File: src/rtl/vmb_pkg.sv
// Package for the vertical motion blur block.
// Holds pixel payload types, register map codes and reset values.
// No dependencies.
package vmb_pkg;

  localparam int unsigned CFG_AW = 4;
  localparam int unsigned CFG_DW = 32;

  // register index, taken from paddr[3:2]
  localparam logic [1:0] REG_IMAGE_WIDTH  = 2'd0;
  localparam logic [1:0] REG_IMAGE_HEIGHT = 2'd1;
  localparam logic [1:0] REG_BLUR_AMOUNT  = 2'd2;

  localparam logic [10:0] IMAGE_WIDTH_RST  = 11'd512;
  localparam logic [10:0] IMAGE_HEIGHT_RST = 11'd512;
  localparam logic [6:0]  BLUR_AMOUNT_RST  = 7'd8;

  typedef struct packed {
    logic [7:0] red_in;
    logic [7:0] green_in;
    logic [7:0] blue_in;
  } pixel_in_t;

  typedef struct packed {
    logic [7:0] red_out;
    logic [7:0] green_out;
    logic [7:0] blue_out;
    logic       frame_end;
  } pixel_out_t;

endpackage

File: src/rtl/vmb_back.sv
// Back end: reciprocal-multiply divide by 2n, add half pixel, output register.
// Depends on vmb_pkg.
module vmb_back
  import vmb_pkg::*;
#(
  parameter int unsigned MAX_BLUR = 64,
  localparam int unsigned SUM_W   = $clog2(MAX_BLUR * 255 + 1),
  localparam int unsigned BL_W    = $clog2(MAX_BLUR + 1)
) (
  input  logic               clk,
  input  logic               rst_n,
  input  logic               q_valid,
  input  logic [23:0]        q_pix,
  input  logic [3*SUM_W-1:0] q_sums,
  input  logic [BL_W-1:0]    q_n,
  input  logic               q_y0,
  input  logic               q_fe,
  output logic               q_pop,
  output logic               out_valid,
  input  logic               out_stall,
  output pixel_out_t         out_data
);

  // floor(S/(2n)) = floor((S>>1)/n), done as ((S>>1) * ceil(2^K/n)) >> K
  localparam int unsigned DIV_N = SUM_W - 1;
  localparam int unsigned DIV_L = $clog2(MAX_BLUR);
  localparam int unsigned DIV_K = DIV_N + DIV_L;
  localparam int unsigned PROD_W = DIV_N + DIV_K + 1;

  logic [DIV_K:0] recip [MAX_BLUR + 1];

  for (genvar i = 0; i <= MAX_BLUR; i++) begin : g_recip
    localparam int unsigned RV = (i == 0) ? 0 : ((2 ** DIV_K) + i - 1) / i;
    assign recip[i] = (DIV_K + 1)'(RV);
  end

  logic              advance;
  logic              m_valid_r;
  logic [PROD_W-1:0] m_prod_r [3];
  logic [23:0]       m_pix_r;
  logic              m_y0_r, m_fe_r;
  logic              out_valid_r;
  pixel_out_t        out_data_r;
  logic [7:0]        res [3];

  assign advance = !(out_valid_r && out_stall);
  assign q_pop   = advance && q_valid;

  always_ff @(posedge clk) begin
    if (!rst_n) begin
      m_valid_r   <= 1'b0;
      out_valid_r <= 1'b0;
    end else if (advance) begin
      m_valid_r   <= q_valid;
      out_valid_r <= m_valid_r;
    end
  end

  always_ff @(posedge clk) begin
    if (advance) begin
      for (int c = 0; c < 3; c++) begin
        m_prod_r[c] <= PROD_W'(q_sums[c*SUM_W+1 +: DIV_N]) * PROD_W'(recip[q_n]);
      end
      m_pix_r <= q_pix;
      m_y0_r  <= q_y0;
      m_fe_r  <= q_fe;
    end
  end

  always_comb begin
    for (int c = 0; c < 3; c++) begin
      if (m_y0_r) begin
        res[c] = m_pix_r[c*8 +: 8];
      end else begin
        res[c] = 8'(m_pix_r[c*8+1 +: 7]) + 8'(m_prod_r[c] >> DIV_K);
      end
    end
  end

  always_ff @(posedge clk) begin
    if (advance) begin
      out_data_r.red_out   <= res[0];
      out_data_r.green_out <= res[1];
      out_data_r.blue_out  <= res[2];
      out_data_r.frame_end <= m_fe_r;
    end
  end

  assign out_valid = out_valid_r;
  assign out_data  = out_data_r;

endmodule

File: config.mk
export PLATFORM = sky130hd
export DESIGN_NAME = vmb_back
export DESIGN_NICKNAME = d
export VERILOG_FILES = /design/src/rtl/vmb_pkg.sv /design/src/rtl/vmb_back.sv
export SDC_FILE = /design/constraint.sdc
export NUM_CORES = 2
export LEC_CHECK = 0
export ABC_AREA = 0
export BUFFER_PORTS_ARGS = -buffer_cell sky130_fd_sc_hd__buf_2
export CORE_MARGIN = 2
export CORE_UTILIZATION = 60
export CTS_BUF_LIST = sky130_fd_sc_hd__clkbuf_16
export DETAILED_ROUTE_END_ITERATION = 7
export PLACE_DENSITY_LB_ADDON = 0.2
export SYNTH_ARGS = -nofsm -noshare
export SYNTH_HDL_FRONTEND = slang
export SYNTH_SLANG_ARGS = --single-unit
File: constraint.sdc
create_clock -name clk -period 8.04 [get_ports clk]
set_input_delay 0.804 -clock clk [delete_from_list [all_inputs] [get_ports clk]]
set_output_delay 0.804 -clock clk [all_outputs]
set_load 0.01 [all_outputs]
==> results.yml <==
status:
  status: "completed"
grt:
  grt_max_degree: 77
  grt_pass1_vias: 22010
  antenna_found_initial: 1
  grt_overflow: 0
  grtUsageTotal_pct: 30.95
  grt_pass1_wl_um: 108400
floorplanning:
  fp.coreArea_mm2: 0.04223
  fp.dieW_um: 211.4
  rows: 75
  fp.dieH_um: 211.4
  die_area_mm2: 0.04470
  start_util_pct: 61.13
  ios: 106
cells_and_area:
  nets: 3787
  post-route-util_pct: 65.77
  area_growth_pct: 7.595
  drive_gt1_share_pct: 9.173
synthesis:
  ys.warnings.count: 0
  ys.flop_type: "edfxtp_1"
  synth_common_cells: "inv_1, fa_1, nand2_1, and2_1, ha_1"
  yosysSeqAreaShare_pct: 8.880
  synth_top_area_share_pct: 43.04
  syn_nets: 3735
  postSynthAreaPerCell_um2: 8.843
  ys_ff_latch: 77
  synth_edf_count: 75
  yosysMostFrequentCell: "inv_1"
  netlist-cell-type-count: 83
  synth_area_leaders: "fa_1, inv_1, ha_1"
  netlist_instances: 2919
  syn_area_mm2: 0.02581
  async_reset_ff_share_pct: 0
  netlist.top_cell.by_area: "fa_1"
routing:
  wl_met1_um: 24610
  drt_iter0_markers: 1148
  route.top_layer_used: "met4"
  drt-pass1-iter-count: 7
  via_per_inst: 5.575
  dr_wl_met2_um: 32840
  ant_nets: 0
  wl_per_cell_um: 18.12
  dr_wl_met3_um: 3792
  vias: 19610
  post-route-drc-count: 0
  drt_wl_total_um: 63720
setup_path:
  path_class: "primary input to flop"
  end_kind: "flop"
  slowest_stage: "fa_1"
  cp_max_fo: 22
  cp-start-kind: "primary input"
  critPathArrivalTime_ps: 7790
  slowest_delay_ps: 560
  crit_required_ps: 8140
cts:
  clock_sinks: 77
  cts_resized: 0
  cts_root_buffer: "clkbuf_16"
  cts_buffers: 9
  clk_pin_slew_ps: 60
  cts_max_level: 3
  clock_latency_ps: 360
  ctsHoldBuffers: 0
  cts_buffer_depth: 2
  cts_tree: "yes"
  cts_setup_buffers: 0
sta:
  finalWorstSetupSlack_ps: 353.0
  skew_ps: 10.07
  worst-slew-pin-transition_ps: 987.8
  final.period_utilization_pct: 95.61
  setup_tns_ps: 0
  hold_viol_final: 0
  setup_viol: 0
  finalMaxSlewViolations: 0
  rsz0062_at_grt: "no"
  max_freq_mhz: 130.1
  max_slew_margin_pct: 34.15
  min_period_ps: 7687
place:
  hpwl_um: 49870
  pre_cts_slack_ps: 80.34
  portBuffers: 102
  gp_congestion: 0.8844
hold_path:
  min_path_type: "flop to flop"
job:
  cap_violations: 0
power_and_ir_drop:
  power.density_mw_per_mm2: 208.6
  power_leakage_nw: 13.82
  peakVddDrop_v: 0.0003235
layout by cell type, fill, tap and decap left out, drive strengths merged, types with 23 or more instances in the layout:
master  count
and2      297
xnor2      41
a21oi      72
nor3       23
nor2       58
edfxtp     75
inv       693
xor2       27
ha        182
nand2     479
buf       216
o21ai      55
fa        555
final timing paths:
kind | from | to | slack (ps) | cells past startpoint
setup / recovery | q_n[0] | m_prod_r[0][59]$_DFFE_PN_ | 350 | 29
hold / removal | m_fe_r$_DFFE_PN_ | out_data[0]$_DFFE_PN_ | 420 | 0
setup reg to reg | m_pix_r[18]$_DFFE_PN_ | out_data[8]$_DFFE_PN_ | 5760 | 9
hold reg to reg | m_fe_r$_DFFE_PN_ | out_data[0]$_DFFE_PN_ | 420 | 0
final cells by class:
cell class / instances / area [um^2]
Multi-Input combinational cell: 1977 / 20310
Fill cell: 3487 / 14450
Inverter: 690 / 2590
Sequential cell: 77 / 2292
Timing Repair Buffer: 216 / 1604
Tap cell: 539 / 674.4
Clock buffer: 9 / 225.2
Clock inverter: 7 / 73.82
Antenna cell: 2 / 5.005
per-stage QoR:
| stage | power [mW] | cell area [um^2] | hold slack [ps] | cells |
|---|---|---|---|---|
| floorplan | 3.910 | 25810 | 400.3 | 2919 |
| global placement | 5.232 | 27470 | 401.5 | 3499 |
| detailed placement | 5.382 | 27470 | 406.1 | 3499 |
| CTS | 5.844 | 27770 | 420.8 | 3515 |
| global route | 6.562 | 27770 | 429.9 | 3516 |
| finish | 5.794 | 27770 | 421.1 | 3517 |
power by group:
| group | leakage, nW | switching [mW] | internal, mW |
|---|---|---|---|
| sequential | 0.810 | 0.0460 | 0.668 |
| combinational | 12.9 | 2.58 | 2.08 |
| clock | 0.152 | 0.173 | 0.242 |
| total | 13.8 | 2.80 | 2.99 |
cells by family (layout without fill, tap and decap cells):
| kind of cell | count (synthesis) | after routing | synth area share (%) |
|---|---|---|---|
| muxes | 12 | 12 | 0.6349 |
| and+or+nand+nor | 927 | 927 | 17.32 |
| adders and majority gates | 737 | 737 | 51.86 |
| other | 0 | 2 | 0 |
| buffers and inverters | 865 | 922 | 12.96 |
| xor gates and xnor gates | 70 | 70 | 2.482 |
| DFF | 77 | 77 | 8.880 |
| AOI/OAI and AO/OA | 231 | 231 | 5.865 |
sequential cells by signal (all words and copies together), names as in the netlist:
| register | count |
|---|---|
| m_valid_r | 1 |
| m_fe_r | 1 |
| out_data | 25 |
| m_y0_r | 1 |
| out_valid | 1 |
| m_pix_r | 24 |
| m_prod_r | 24 |
routing by layer:
layer  track usage, %  vias to the layer above
met1            37.42                    10050
met4            12.36                        0
li1                 -                     8741
met5                0                        -
met3            5.044                      164
met2            55.27                      656
worst max-delay path: cells and delay by family:
kind	cells	cell delay, ps
AOI/OAI and AO/OA	8	1450
xor gates and xnor gates	1	120
adders and majority gates	7	3210
buffers and inverters	7	740
and+or+nand+nor	6	1460
Note: power is estimated with default switching activity, not from simulation.
