[src/rtl/vmb_queue.sv]
// Short register FIFO between front and back.
// No dependencies.
module vmb_queue #(
  parameter int unsigned WIDTH = 32,
  parameter int unsigned DEPTH = 4,
  localparam int unsigned PW   = $clog2(DEPTH),
  localparam int unsigned CW   = $clog2(DEPTH + 1)
) (
  input  logic             clk,
  input  logic             rst_n,
  input  logic             push,
  input  logic [WIDTH-1:0] push_data,
  input  logic             pop,
  output logic             q_valid,
  output logic [WIDTH-1:0] q_data,
  output logic [CW-1:0]    q_count
);

  logic [WIDTH-1:0] mem_r [DEPTH];
  logic [PW-1:0]    wr_r, rd_r;
  logic [CW-1:0]    cnt_r;
  logic             do_pop;

  assign q_valid = (cnt_r != '0);
  assign do_pop  = pop && q_valid;
  assign q_data  = mem_r[rd_r];
  assign q_count = cnt_r;

  always_ff @(posedge clk) begin
    if (!rst_n) begin
      wr_r  <= '0;
      rd_r  <= '0;
      cnt_r <= '0;
    end else begin
      if (push) wr_r <= (32'(wr_r) == DEPTH - 1) ? '0 : wr_r + 1'b1;
      if (do_pop) rd_r <= (32'(rd_r) == DEPTH - 1) ? '0 : rd_r + 1'b1;
      cnt_r <= cnt_r + CW'(push) - CW'(do_pop);
    end
  end

  always_ff @(posedge clk) begin
    if (push) mem_r[wr_r] <= push_data;
  end

endmodule

[config.mk]
export PLATFORM = sky130hd
export DESIGN_NAME = vmb_queue
export DESIGN_NICKNAME = d
export VERILOG_FILES = /design/src/rtl/vmb_queue.sv
export SDC_FILE = /design/constraint.sdc
export NUM_CORES = 1
export LEC_CHECK = 0
export BUFFER_PORTS_ARGS = -buffer_cell sky130_fd_sc_hd__buf_2
export CORE_AREA = 5 5 98 100
export CTS_CLUSTER_SIZE = 25
export DETAILED_ROUTE_END_ITERATION = 7
export DIE_AREA = 0 0 103 105
export GPL_TIMING_DRIVEN = 0
export PLACE_DENSITY = 0.83
export SKIP_LAST_GASP = 1
export SYNTH_ARGS = -nofsm -noshare
export SYNTH_HDL_FRONTEND = slang
export SYNTH_SLANG_ARGS = --single-unit
[constraint.sdc]
create_clock -name clk -period 3.95 [get_ports clk]
set_clock_uncertainty 0.15 [all_clocks]
set_input_delay 0.395 -clock clk [delete_from_list [all_inputs] [get_ports clk]]
set_output_delay 0.395 -clock clk [all_outputs]
set_load 0.005 [all_outputs]
==> impl_metrics.env, run 1 <==
export IMPL_status="complete, no violations"
export IMPL_start_util_pct=59.6
export IMPL_hp_class="primary input to register"
export IMPL_r2r_start="q_count[1]"
export IMPL_synth_edff_count=128
export IMPL_whs_ns=0.0466
export IMPL_fin_area_mm2=0.00651
export IMPL_io_buffers=71
export IMPL_cts_tree="yes"
export IMPL_irDropWorstVdd_v=0.000348
export IMPL_finalCriticalPeriod_ns=2.39
export IMPL_final_max_slew_violation_count=0
export IMPL_antenna_cells=0
export IMPL_slew_headroom_pct=40.2
export IMPL_p_leak_nw=2.32
export IMPL_fp_dieH_um=105
export IMPL_wl_mm=9.02
export IMPL_fin_nets=377
export IMPL_yosys_warnings=0
export IMPL_firstDrtPassIters=4
export IMPL_async_reset_ff_share_pct=0
export IMPL_dp_cells=390
export IMPL_core_mm2=0.00859
export IMPL_fmax_mhz=418
export IMPL_clk_latency_ns=0.50
export IMPL_cts_sinks=137
export IMPL_worstPathMaxFanout=10
export IMPL_numCtsBuffers=17
export IMPL_std_cell_rows=34
export IMPL_via_per_inst=5.46
export IMPL_drt_iter0_drc=100
export IMPL_min_from="rst_n"
export IMPL_grt_remaining_overflow=0
export IMPL_clockBufferDepth=2
export IMPL_cts_clk_slew_worst_paths_ns=0.06
export IMPL_arrival_ns=1.84
export IMPL_setup_violations=0
export IMPL_syn_area_mm2=0.00512
export IMPL_cts_root_buffer="clkbuf_8"
export IMPL_dpl_hpwl_mm=4.98
export IMPL_fin_setup_tns_ns=0
export IMPL_grt_pass1_vias=2759
export IMPL_rsz0062_at_grt="no"
export IMPL_yosysUniqueCellTypes=20
export IMPL_yosysSeqAreaShare_pct=78.6
export IMPL_cap_violations=0
export IMPL_tightest_slew_ns=0.897
export IMPL_area_delta_synth_final_pct=27.1
export IMPL_grt_usage_pct=18.2
export IMPL_totalPowerFinal_mw=3.90
export IMPL_gp_congestion=0.654
export IMPL_wl_per_cell_um=19.9
export IMPL_drive_above_1_share_pct=41.4
export IMPL_netlist_instances=211
export IMPL_synth_fp_nets=255
export IMPL_grt_antenna_before_repair=0
export IMPL_htreeDepth=4
export IMPL_post_route_period_util_pct=60.5
export IMPL_cp_required_ns=3.40
export IMPL_path_class="register to output pin"
export IMPL_avgSynthCellArea_um2=24.3
export IMPL_vias=2474
export IMPL_critPathCaptureType="output pin"
export IMPL_final_instance_count_excl_fill=453
export IMPL_fp_dieW_um=103
export IMPL_cts_setup_buffers=0
export IMPL_drcViolationCount=0
export IMPL_setup_slack_ns=1.56
export IMPL_cp_start_kind="register"
export IMPL_grt_max_degree=33
export IMPL_p_per_area_mw_per_mm2=599
export IMPL_grt_pass1_wl_mm=14.3
export IMPL_ant_nets=0
export IMPL_cts_resized=0
export IMPL_final_hold_violation_count=0
export IMPL_dp_slack_ns=1.82
export IMPL_final_util_pct=75.7
export IMPL_ys_ff_latch=137
export IMPL_die_area_mm2=0.0108
export IMPL_post_dp_cell_area_mm2=0.00561
export IMPL_ys_flop_type="edfxtp_1"
export IMPL_ioPinCount=72
-- routing by layer --
layer,share of wire [%],vias up,global-route usage [%]
li1,-,1122,-
met1,40,1281,21.9
met2,55,69,31.7
met3,4.6,2,5.60
met4,0.27,0,4.72
met5,0,-,0
-- cells in the final DEF, fill, tap and decap left out --
cell type and n:
mux2i_1 3, mux4_1 2, buf_12 3, and2_1 1
buf_2 74, buf_6 1, clkinv_1 1, inv_1 6
dlygate4sd3_1 32, nor2_1 3, clkinv_4 3, fa_1 1
xnor3_1 1, o31a_1 1, dfxtp_1 9, clkinv_2 4
bufinv_16 3, ha_1 7, nand2b_1 1, mux4_2 30
edfxtp_1 128, a21oi_1 1, clkbuf_16 16, clkbuf_8 1
or3b_2 2, clkbuf_1 1, and2_2 4, clkinvlp_4 2
or3_1 1, nand2_1 3
-- kinds of logic after synthesis --
| family | share of synthesized area (%) |
|---|---|
| AO/OA/AOI/OAI | 0.269 |
| XOR/XNOR | 0.440 |
| adder cells (fa/ha/maj) | 2.10 |
| buffers and inverters | 2.13 |
| flip-flops | 78.6 |
| multiplexers | 14.8 |
| AND/OR/NAND/NOR | 1.64 |
-- flip-flops by register name, indices dropped and copies added, names as in the netlist, named ones only --
register and cells:
q_count 3, rd_r 2, mem_r 128, wr_r 2
-- worst paths after layout --
kind | to | slack (ns) | cells past startpoint
setup / recovery | q_data[14] | 1.56 | 4
hold / removal | q_count[0] | 0.05 | 2
setup reg to reg | q_count[2] | 1.83 | 8
hold reg to reg | wr_r[0] | 0.38 | 2
-- power by group --
| group | switching, mW | internal, mW | total [mW] |
|---|---|---|---|
| Sequential | 0.0343 | 1.67 | 1.70 |
| Clock | 0.544 | 0.952 | 1.50 |
| Combinational | 0.296 | 0.399 | 0.695 |
-- cell usage after synthesis (2+ instances only) --
library cell / count / share of area, %
and2_1: 5 / 0.61
buf_12: 3 / 1.2
buf_2: 3 / 0.29
dfxtp_1: 9 / 3.5
edfxtp_1: 128 / 75
ha_1: 7 / 1.7
inv_1: 6 / 0.44
mux2i_1: 3 / 0.59
mux4_1: 2 / 1.0
mux4_2: 30 / 13
nand2_1: 3 / 0.22
nor2_1: 3 / 0.22
or3b_2: 2 / 0.34
-- area by class of cell --
type / count / area [µm²]
plain buffers: 7 / 86.3
clock buffers: 18 / 418
clock inverters: 13 / 155
fillers: 488 / 2090
inverters: 6 / 22.5
multi-input cells: 61 / 991
flip-flops and latches: 137 / 4020
well taps: 108 / 135
repair buffers: 103 / 676
-- worst max-delay path, cell delays in order, from the launching register on --
cell and delay, ns:
dfxtp_1 0.35, buf_6 0.15, buf_12 0.16, mux4_2 0.54
buf_2 0.15
-- what timing repair did --
| action | in CTS | in global routing |
|---|---|---|
| setup endpoints to repair | 0 | 0 |
| endpoints found under the hold margin | 128 | 0 |
| hold buffers | 32 | 0 |
No activity file was read; power rests on OpenSTA's default activity.
==> run 2: changes to the inputs <==
--- a/config.mk
+++ b/config.mk
@@ -6,12 +6,12 @@
 export NUM_CORES = 1
 export LEC_CHECK = 0
 export BUFFER_PORTS_ARGS = -buffer_cell sky130_fd_sc_hd__buf_2
-export CORE_AREA = 5 5 98 100
+export CORE_AREA = 5 5 107 109
 export CTS_CLUSTER_SIZE = 25
 export DETAILED_ROUTE_END_ITERATION = 7
-export DIE_AREA = 0 0 103 105
+export DIE_AREA = 0 0 112 114
 export GPL_TIMING_DRIVEN = 0
-export PLACE_DENSITY = 0.83
+export PLACE_DENSITY = 0.73
 export SKIP_LAST_GASP = 1
 export SYNTH_ARGS = -nofsm -noshare
 export SYNTH_HDL_FRONTEND = slang
==> constraint.sdc (replaced) <==
create_clock -name clk -period 1.94 [get_ports clk]
set_clock_uncertainty 0.15 [all_clocks]
set_input_delay 0.194 -clock clk [delete_from_list [all_inputs] [get_ports clk]]
set_output_delay 0.194 -clock clk [all_outputs]
set_load 0.005 [all_outputs]
==> run 2 against run 1 <==
The flow now finishes with violations (setup timing). Combinational power rose by 120%. Worst setup slack got worse by 1.8 ns. Final area grew 2.2%. Die area grew 18%. Worst hold slack better by 0.23 ns. Critical path type unchanged. Critical endpoint is now q_data[9]. Largest power group unchanged.
==> impl_metrics.env, run 2 (same netlist as run 1, synthesis figures left out) <==
export IMPL_status="finished, violations left"
export IMPL_violations="setup timing"
export IMPL_cts_root_buffer="clkbuf_8"
export IMPL_start_util_pct=48.7
export IMPL_cp_start_kind="register"
export IMPL_final_max_slew_violation_count=0
export IMPL_clk_latency_ns=0.52
export IMPL_gp_congestion=0.708
export IMPL_slew_headroom_pct=65.8
export IMPL_clockBufferDepth=2
export IMPL_largest_register="mem_r"
export IMPL_fp_dieH_um=114
export IMPL_cts_clk_slew_worst_paths_ns=0.06
export IMPL_wl_mm=8.80
export IMPL_final_hold_violation_count=0
export IMPL_finalCriticalPeriod_ns=2.13
export IMPL_drcViolationCount=0
export IMPL_rsz0062_at_grt="yes"
export IMPL_cts_tree="yes"
export IMPL_grt_pass1_vias=2692
export IMPL_die_area_mm2=0.0128
export IMPL_final_util_pct=63.3
export IMPL_tightest_slew_ns=0.514
export IMPL_post_route_period_util_pct=110
export IMPL_cts_sinks=137
export IMPL_fp_dieW_um=112
export IMPL_firstDrtPassIters=4
export IMPL_cpPeakStageDelay_ns=0.52
export IMPL_drive_above_1_share_pct=44.5
export IMPL_cp_required_ns=1.60
export IMPL_dpl_hpwl_mm=5.18
export IMPL_hp_class="primary input to register"
export IMPL_grt_antenna_before_repair=0
export IMPL_largest_reg_flops=128
export IMPL_grt_usage_pct=15.0
export IMPL_cap_violations=0
export IMPL_fin_setup_tns_ns=-5.38
export IMPL_area_delta_synth_final_pct=30.0
export IMPL_htreeDepth=4
export IMPL_irDropWorstVdd_v=0.000646
export IMPL_setup_violations=34
export IMPL_worstPathMaxFanout=10
export IMPL_wl_per_cell_um=17.8
export IMPL_std_cell_rows=38
export IMPL_layout_commonest_cell="edfxtp_1"
export IMPL_fmax_mhz=469
export IMPL_core_mm2=0.0105
export IMPL_slowest_stage="mux4_2"
export IMPL_p_leak_nw=2.36
export IMPL_io_buffers=71
export IMPL_crit_path_cell_trace="buf_6 > buf_12 > mux4_2 > buf_2"
export IMPL_arrival_ns=1.79
export IMPL_critPathCaptureType="output pin"
export IMPL_numCtsBuffers=17
export IMPL_ant_nets=0
export IMPL_via_per_inst=4.93
export IMPL_fin_nets=386
export IMPL_ioPinCount=72
export IMPL_grt_max_degree=33
export IMPL_p_per_area_mw_per_mm2=1200
export IMPL_setup_slack_ns=-0.193
export IMPL_grt_remaining_overflow=0
export IMPL_vias=2439
export IMPL_antenna_cells=0
export IMPL_drt_iter0_drc=90
export IMPL_layout_common_cells="edfxtp_1, buf_2, dlygate4sd3_1"
export IMPL_grt_pass1_wl_mm=14.1
export IMPL_path_class="register to output pin"
[run 2: changes by cell type in the layout (fill, tap and decap cells not counted), sizes merged]
| cell | change |
|---|---|
| buf | +6 |
| clkbuf | +6 |
| clkinv | -4 |
| dlygate4sd3 | +3 |
| bufinv | -1 |
[run 2: stage by stage]
step | setup slack (ns) | instance area, µm² | power, mW | cells | hold slack (ns)
after floorplan | -0.0232 | 5120 | 4.43 | 211 | 0.143
after global placement | -0.577 | 5650 | 4.89 | 422 | 0.257
after detailed placement | -0.0918 | 5690 | 4.92 | 423 | 0.261
after CTS | -0.233 | 6640 | 8.05 | 494 | 0.242
after global routing | -0.276 | 6650 | 8.34 | 495 | 0.263
final | -0.193 | 6650 | 7.98 | 495 | 0.273
[run 2: routing by layer]
metal	global-route usage [%]	wire (µm)	vias to the layer above
met1	18.3	3730	1228
li1	-	-	1143
met3	5.46	447	10
met5	0	0	-
met2	24.7	4540	58
met4	5.77	93	0
[run 2: final cells by class]
type	instances	area (µm²)
flip-flops and latches	137	4030
fillers	727	3850
multi-input cells	61	995
repair buffers	112	777
clock buffers	24	470
well taps	140	175
clock inverters	8	95.1
plain buffers	7	86.3
inverters	6	22.5
[run 2: repair_timing]
item                                    4_1_cts  5_1_grt
gates resized for setup                       4        8
hold buffers                                 35        0
buffers inserted                              4        1
endpoints found under the setup margin       34      114
endpoints found under the hold margin       137        0
pin swaps                                     2        2
[run 2: final timing paths]
kind | endpoint | start | slack [ns] | cells past startpoint
worst max-delay path | q_data[9] | register | -0.19 | 4
worst max register to register | q_count[2] | q_count[2] | -0.03 | 8
worst min-delay path | mem_r[2][10] | push_data[10] | 0.27 | 2
worst min register to register | rd_r[1] | rd_r[1] | 0.36 | 2
[run 2: critical path, delay by kind of cell, from the launching register on]
kind                   cells  cell delay [ns]
DFF                        1             0.32
muxes                      1             0.52
buffers and inverters      3             0.44
[run 2: where the power goes]
part	switching (mW)	total, mW	internal [mW]
registers	0.0583	3.47	3.41
logic	0.621	1.50	0.879
clock network	1.09	3.01	1.92
